`config.mk`:
```
export PLATFORM = sky130hd
export DESIGN_NAME = lcd_mode_timing_sequencer_core
export DESIGN_NICKNAME = d
export VERILOG_FILES = /design/src/rtl/lmts_pkg.sv /design/src/rtl/lmts_step.sv /design/src/rtl/lcd_mode_timing_sequencer_core.sv
export SDC_FILE = /design/constraint.sdc
export NUM_CORES = 1
export LEC_CHECK = 0
export BUFFER_PORTS_ARGS = -buffer_cell sky130_fd_sc_hd__buf_2
export CAP_MARGIN = 0
export CORE_MARGIN = 1
export CORE_UTILIZATION = 24
export CTS_CLUSTER_SIZE = 28
export DETAILED_ROUTE_END_ITERATION = 10
export GPL_TIMING_DRIVEN = 0
export PLACE_DENSITY_LB_ADDON = 0.3
export SLEW_MARGIN = 0
export SYNTH_ARGS = -nofsm -noshare
export SYNTH_HDL_FRONTEND = slang
export SYNTH_SLANG_ARGS = --single-unit
```
`constraint.sdc`:
```
create_clock -name clk -period 4.5 [get_ports clk]
set_clock_uncertainty 0.15 [all_clocks]
set_input_delay 0 -clock clk [delete_from_list [all_inputs] [get_ports clk]]
set_output_delay 0 -clock clk [all_outputs]
set_load 0.005 [all_outputs]
```
`src/rtl/lmts_pkg.sv`:
```
package lmts_pkg;

  // Display modes as reported on the result channel
  typedef enum logic [1:0] {
    MODE_HBLANK = 2'd0,
    MODE_VBLANK = 2'd1,
    MODE_OAM    = 2'd2,
    MODE_XFER   = 2'd3
  } mode_t;

  // Configuration register indexes
  localparam logic [1:0] CFG_LCD_ON       = 2'd0;
  localparam logic [1:0] CFG_LINE_COMPARE = 2'd1;
  localparam logic [1:0] CFG_IRQ_ENABLES  = 2'd2;

  // Interrupt enable bit positions
  localparam int IRQ_EN_HBLANK = 0;
  localparam int IRQ_EN_VBLANK = 1;
  localparam int IRQ_EN_OAM    = 2;
  localparam int IRQ_EN_MATCH  = 3;

  // Mode lengths, compared against the mode clock
  localparam logic [9:0] LEN_OAM    = 10'd80;
  localparam logic [9:0] LEN_XFER   = 10'd172;
  localparam logic [9:0] LEN_HBLANK = 10'd204;
  localparam logic [9:0] LEN_VLINE  = 10'd456;
  localparam logic [9:0] CLOCK_MAX  = 10'd1023;

  // Sequencer state carried from item to item
  typedef struct packed {
    mode_t      mode;
    logic [7:0] line;
    logic [9:0] clock;
    logic       match;
  } seq_state_t;

  // Per-item event flags
  typedef struct packed {
    logic vblank_irq;
    logic stat_irq;
    logic refreshed;
  } seq_flags_t;

endpackage

```
`src/rtl/lmts_step.sv`:
```
module lmts_step #(
  parameter int VISIBLE_LINES = 144,
  parameter int LAST_LINE     = 153
) (
  input  lmts_pkg::seq_state_t cur,
  input  logic                 lcd_on,
  input  logic [7:0]           line_compare,
  input  logic [3:0]           irq_enables,
  input  logic [6:0]           cycles,
  output lmts_pkg::seq_state_t nxt,
  output lmts_pkg::seq_flags_t flags
);

  localparam logic [7:0] VisLine  = 8'(VISIBLE_LINES);
  localparam logic [8:0] LastLine = 9'(LAST_LINE);

  logic [10:0] sum;
  logic [9:0]  clk_sat;
  logic [9:0]  len;
  logic [8:0]  line_inc;
  logic        match;

  // Add elapsed cycles, saturate, pick current mode length
  always_comb begin
    sum      = {1'b0, cur.clock} + {4'd0, cycles};
    clk_sat  = sum[10] ? lmts_pkg::CLOCK_MAX : sum[9:0];
    line_inc = {1'b0, cur.line} + 9'd1;
    case (cur.mode)
      lmts_pkg::MODE_OAM:    len = lmts_pkg::LEN_OAM;
      lmts_pkg::MODE_XFER:   len = lmts_pkg::LEN_XFER;
      lmts_pkg::MODE_HBLANK: len = lmts_pkg::LEN_HBLANK;
      default:               len = lmts_pkg::LEN_VLINE;
    endcase
  end

  // Take at most one transition and refresh status on it
  always_comb begin
    nxt   = cur;
    flags = '0;
    match = 1'b0;
    if (lcd_on) begin
      nxt.clock = clk_sat;
      if (clk_sat >= len) begin
        nxt.clock       = clk_sat - len;
        flags.refreshed = 1'b1;
        case (cur.mode)
          lmts_pkg::MODE_OAM:  nxt.mode = lmts_pkg::MODE_XFER;
          lmts_pkg::MODE_XFER: nxt.mode = lmts_pkg::MODE_HBLANK;
          lmts_pkg::MODE_HBLANK: begin
            nxt.line = line_inc[7:0];
            if (line_inc[7:0] == VisLine) begin
              nxt.mode         = lmts_pkg::MODE_VBLANK;
              flags.vblank_irq = 1'b1;
            end else begin
              nxt.mode = lmts_pkg::MODE_OAM;
            end
          end
          default: begin
            if (line_inc > LastLine) begin
              nxt.line = 8'd0;
              nxt.mode = lmts_pkg::MODE_OAM;
            end else begin
              nxt.line = line_inc[7:0];
            end
          end
        endcase
        match     = (nxt.line == line_compare);
        nxt.match = match;
        flags.stat_irq =
          (match && irq_enables[lmts_pkg::IRQ_EN_MATCH]) ||
          (nxt.mode == lmts_pkg::MODE_HBLANK && irq_enables[lmts_pkg::IRQ_EN_HBLANK]) ||
          (nxt.mode == lmts_pkg::MODE_VBLANK && irq_enables[lmts_pkg::IRQ_EN_VBLANK]) ||
          (nxt.mode == lmts_pkg::MODE_OAM && irq_enables[lmts_pkg::IRQ_EN_OAM]);
      end
    end
  end

endmodule

```
`src/rtl/lcd_mode_timing_sequencer_core.sv`:
```
// LCD mode and scanline timing sequencer.
// Input stream: each request carries in_tdata[6:0] = time elapsed since
// the previous request. While the display is enabled the block advances its
// mode clock and steps OAM scan, pixel transfer, HBlank and VBlank, taking at
// most one transition per request; excess cycles carry over.
// Output stream: one result per input request, out_tdata holding line, mode,
// coincidence flag, VBlank and STAT interrupt requests and a refresh flag.
// Configuration: cfg_we writes cfg_wdata into register cfg_index (0 display
// enable, 1 line compare, 2 interrupt enables); write only while idle.
// The result is registered and appears in the cycle after the request is accepted.
// Throughput: one request per cycle unless stalled; the update is one add, a saturate, one
// compare and subtract in the step logic between state and output register.
// When the receiver stalls, the result register holds and in_tready stays high
// only if the held result is taken in the same cycle.
// Reset (rst_n low, synchronous): mode OAM scan, line 0, mode clock 0,
// coincidence 0, all configuration registers 0, output empty.
module lcd_mode_timing_sequencer_core #(
  parameter int VISIBLE_LINES = 144,
  parameter int LAST_LINE     = 153
) (
  input  logic        clk,
  input  logic        rst_n,
  // configuration write port
  input  logic        cfg_we,
  input  logic [1:0]  cfg_index,
  input  logic [7:0]  cfg_wdata,
  // input stream
  input  logic        in_tvalid,
  output logic        in_tready,
  input  logic [7:0]  in_tdata,   // [6:0] cycles, [7] zero
  // result stream
  output logic        out_tvalid,
  input  logic        out_tready,
  output logic [15:0] out_tdata   // [7:0] line, [9:8] mode, [10] coincidence,
                                  // [11] vblank_irq, [12] stat_irq,
                                  // [13] status_refreshed, [15:14] zero
);

  logic                 lcd_on_r;
  logic [7:0]           line_compare_r;
  logic [3:0]           irq_enables_r;
  lmts_pkg::seq_state_t state_r;
  lmts_pkg::seq_state_t state_nxt;
  lmts_pkg::seq_flags_t flags_nxt;
  lmts_pkg::seq_flags_t flags_r;
  logic                 out_valid_r;
  logic                 in_accept;

  // Accept when the result register is empty or being drained
  assign in_tready = !out_valid_r || out_tready;
  assign in_accept = in_tvalid && in_tready;

  // Configuration registers
  always_ff @(posedge clk) begin
    if (!rst_n) begin
      lcd_on_r       <= 1'b0;
      line_compare_r <= 8'd0;
      irq_enables_r  <= 4'd0;
    end else if (cfg_we) begin
      case (cfg_index)
        lmts_pkg::CFG_LCD_ON:       lcd_on_r       <= cfg_wdata[0];
        lmts_pkg::CFG_LINE_COMPARE: line_compare_r <= cfg_wdata;
        lmts_pkg::CFG_IRQ_ENABLES:  irq_enables_r  <= cfg_wdata[3:0];
        default: ;
      endcase
    end
  end

  lmts_step #(
    .VISIBLE_LINES (VISIBLE_LINES),
    .LAST_LINE     (LAST_LINE)
  ) u_step (
    .cur          (state_r),
    .lcd_on       (lcd_on_r),
    .line_compare (line_compare_r),
    .irq_enables  (irq_enables_r),
    .cycles       (in_tdata[6:0]),
    .nxt          (state_nxt),
    .flags        (flags_nxt)
  );

  // Advance sequencer state on each accepted request
  always_ff @(posedge clk) begin
    if (!rst_n) begin
      state_r.mode  <= lmts_pkg::MODE_OAM;
      state_r.line  <= 8'd0;
      state_r.clock <= 10'd0;
      state_r.match <= 1'b0;
    end else if (in_accept) begin
      state_r <= state_nxt;
    end
  end

  // Result valid flag
  always_ff @(posedge clk) begin
    if (!rst_n) begin
      out_valid_r <= 1'b0;
    end else if (in_tready) begin
      out_valid_r <= in_tvalid;
    end
  end

  // Capture event flags with the result
  always_ff @(posedge clk) begin
    if (in_accept) begin
      flags_r <= flags_nxt;
    end
  end

  assign out_tvalid = out_valid_r;
  assign out_tdata  = {2'b00, flags_r.refreshed, flags_r.stat_irq, flags_r.vblank_irq,
                       state_r.match, state_r.mode, state_r.line};

`ifndef ASSERT_OFF
  // State moves only on an accepted request
  a_state_hold: assert property (@(posedge clk) disable iff (!rst_n)
    !in_accept |=> $stable(state_r))
    else $error("sequencer state changed without a request");

  // VBlank request only on entry to the first VBlank line with a refresh
  a_vblank_entry: assert property (@(posedge clk) disable iff (!rst_n)
    (out_valid_r && flags_r.vblank_irq) |->
      (flags_r.refreshed && state_r.mode == lmts_pkg::MODE_VBLANK &&
       state_r.line == 8'(VISIBLE_LINES)))
    else $error("vblank request without entering vblank");

  // STAT request requires a status refresh
  a_stat_refresh: assert property (@(posedge clk) disable iff (!rst_n)
    (out_valid_r && flags_r.stat_irq) |-> flags_r.refreshed)
    else $error("stat request without status refresh");

  // Display off produces no events
  a_off_quiet: assert property (@(posedge clk) disable iff (!rst_n)
    (in_accept && !lcd_on_r) |=> (!flags_r.refreshed && $stable(state_r)))
    else $error("event while display off");
`endif

endmodule
```
==> qor.yml <==
fmax_ghz: 0.234
syn_to_final_growth_pct: 25.2
yosysWarningCount: 0
cts_root_buf: "clkbuf_16"
path_class: "reg2reg"
p_leak_nw: 1.81
ys.flop_type: "dfxtp_1"
synth_cells: 388
drc: 0
crit_arrival_ns: 4.28
core_area_um2: 12800
synth_area_um2: 3190
grt.total_usage_pct: 13.0
yosysSeqAreaShare_pct: 24.8
finalSetupViolCount: 0
grt_pass1_wl_um: 13700
power_density_nw_per_um2: 243
irDropWorstVdd_mv: 0.133
synthDistinctLibCells: 71
first_pass_iters: 4
gp_congestion: 0.859
start_util_pct: 24.9
drive_gt1_share_pct: 22.6
synth_edf_count: 3
hp-class: "in2reg"
die_area_um2: 13700
n_antenna_cell: 0
fin_util_pct: 31.2
start_kind: "flop"
clock_sinks: 38
yosys-top-cells-count: "35 x dfxtp_1, 35 x nor2_1, 34 x nand2_1"
htreeDepth: 2
antenna_found_initial: 0
num_vias: 2992
fin_crit_sh_pct: 94.9
syn_area_per_cell_um2: 8.21
postRouteAntennaNets: 0
tritoncts: "done"
dieWidth_um: 117
total_power_mw: 0.971
insertion_delay_ns: 0.29
fin_crit_ns: 4.27
synth.ff_latch_count: 38
cap_violations: 0
synth-async-reset-ratio_pct: 0
synth_top_area_share_pct: 22.0
outcome: "finished, final reports clean"
wirelength_um: 8590
crit_fanout: 5
dp_hpwl_um: 6590
ios: 41
grt-ovfl-total: 0
port_buffers: 37
cp.required_ns: 4.51
clock_path_buffers: 2
route.detailed.wl_per_inst_um: 13.8
fill_cells: 1344
synth_top_area_cell: "dfxtp_1"
cts_buffers: 5
viasPerCell: 4.79
rows: 41
grt_pass1_vias: 2905
slew_headroom_pct: 55.9
worst_pin_slew_ns: 0.660
endpoint_kind: "flop"
synth_area_leaders: "dfxtp_1 22%, ha_1 9.0%, mux2i_1 7.5%"
grt_max_degree: 13
nNetsFinal: 499
path_clk_slew_ns: 0.06
finalHoldViolCount: 0
die_h_um: 117
drtIter0Drc: 98
drv_slew: 0
[kinds of logic (layout without fill, tap and decap cells)]
kind of cell | Yosys count | count (layout) | synth area share [%]
AO/OA/AOI/OAI | 100 | 100 | 22.2
XOR/XNOR | 15 | 15 | 4.12
adder cells (fa/ha/maj) | 25 | 25 | 10.3
buffers and inverters | 54 | 117 | 8.76
flip-flops | 38 | 38 | 24.8
multiplexers | 26 | 26 | 8.24
other | 1 | 2 | 0.118
AND/OR/NAND/NOR | 129 | 129 | 21.4
[routing by layer]
layer  routed length [um]  part of all wire (%)  track usage (%)
met1                 3930                    46             16.0
met2                 4100                    48             22.1
met3                  368                   4.3             2.57
met4                  189                   2.2             4.98
met5                    0                     0                0
[sequential cells by signal (all words and copies together), names as in the netlist]
signal and cells:
out_tvalid 1, line_compare_r 8, state_r 10, out_tdata 14
lcd_on_r 1, irq_enables_r 4
[layout by cell type (no fill, tap or decap), types with 3 or more instances in the layout]
cell and n:
buf_2 41, nor2_1 35, dfxtp_1 35, nand2_1 34
inv_1 24, mux2i_1 24, o21ai_0 22, ha_1 22
buf_4 20, a21oi_1 17, dlygate4sd3_1 12, xnor2_1 10
nand2b_1 9, clkbuf_1 8, o21a_1 8, nand3_1 7
o22ai_1 7, nor3_1 6, a21o_1 5, and2_1 5
xor2_1 5, a31oi_1 5, o211ai_1 5, clkbuf_16 5
nand4_1 4, o32ai_1 4, or2_2 3, nor2b_1 3
o21ai_2 3, nor4_1 3, edfxtp_1 3
[path summary, 6_finish.rpt]
kind / startpoint / to / slack, ns / depth (start not counted)
worst max-delay path: state_r[1] / out_tdata[2] / 0.23 / 20
worst min-delay path: in_tdata[0] / state_r[1] / 0.02 / 4
worst max register to register: state_r[1] / out_tdata[2] / 0.23 / 20
worst min register to register: state_r[4] / state_r[4] / 0.34 / 2
[cell type report]
type | instances | area (um^2) | share of cell area, %
Clock inverter | 3 | 63.8 | 1.60
Sequential cell | 38 | 791 | 19.8
Timing Repair Buffer | 55 | 363 | 9.09
Clock buffer | 5 | 125 | 3.13
Inverter | 25 | 93.8 | 2.35
Buffer | 29 | 185 | 4.64
Multi-Input combinational cell | 297 | 2150 | 54.0
Tap cell | 172 | 215 | 5.39
[stage by stage]
step / cells / hold WS [ns] / cell area (um^2) / setup WS (ns) / TNS (ns)
after floorplan: 389 / -0.0205 / 3190 / 0.311 / 0
after global placement: 598 / 0.0816 / 3590 / -0.277 / -2.78
after detailed placement: 598 / 0.0873 / 3590 / -0.307 / -3.66
after CTS: 623 / 0.0249 / 3960 / 0.00677 / 0
after global routing: 624 / 0.0368 / 3990 / -0.00326 / -0.00417
final: 624 / 0.0207 / 3990 / 0.231 / 0
[what timing repair did]
item	CTS	global route
endpoints found under the hold margin	18	0
pin swaps	2	2
setup buffers	5	1
hold buffers	12	0
endpoints found under the setup margin	21	21
resized for setup	5	7
[power by group]
part,switching (mW),total (mW),leakage (nW),internal [mW]
sequential,0.00619,0.355,0.314,0.349
clock,0.144,0.459,0.0915,0.316
combinational,0.0759,0.157,1.40,0.0808
total,0.226,0.971,1.81,0.745
[critical path, stage by stage (launching register included)]
cell and delay [ns]:
dfxtp_1 0.31, ha_1 0.19, inv_1 0.08, fa_2 0.23, nor2b_4 0.05, o21a_1 0.18
o21a_1 0.20, o41a_1 0.37, nand4_4 0.15, o21a_1 0.18, ha_2 0.21, fa_2 0.21
nor2b_1 0.06, o21ai_2 0.16, a21boi_2 0.08, o21a_1 0.19, o21ai_2 0.14, a21bo_4 0.27
o31ai_4 0.22, nor2_1 0.15, o32ai_1 0.37
No activity file was read; power rests on OpenSTA's default activity.
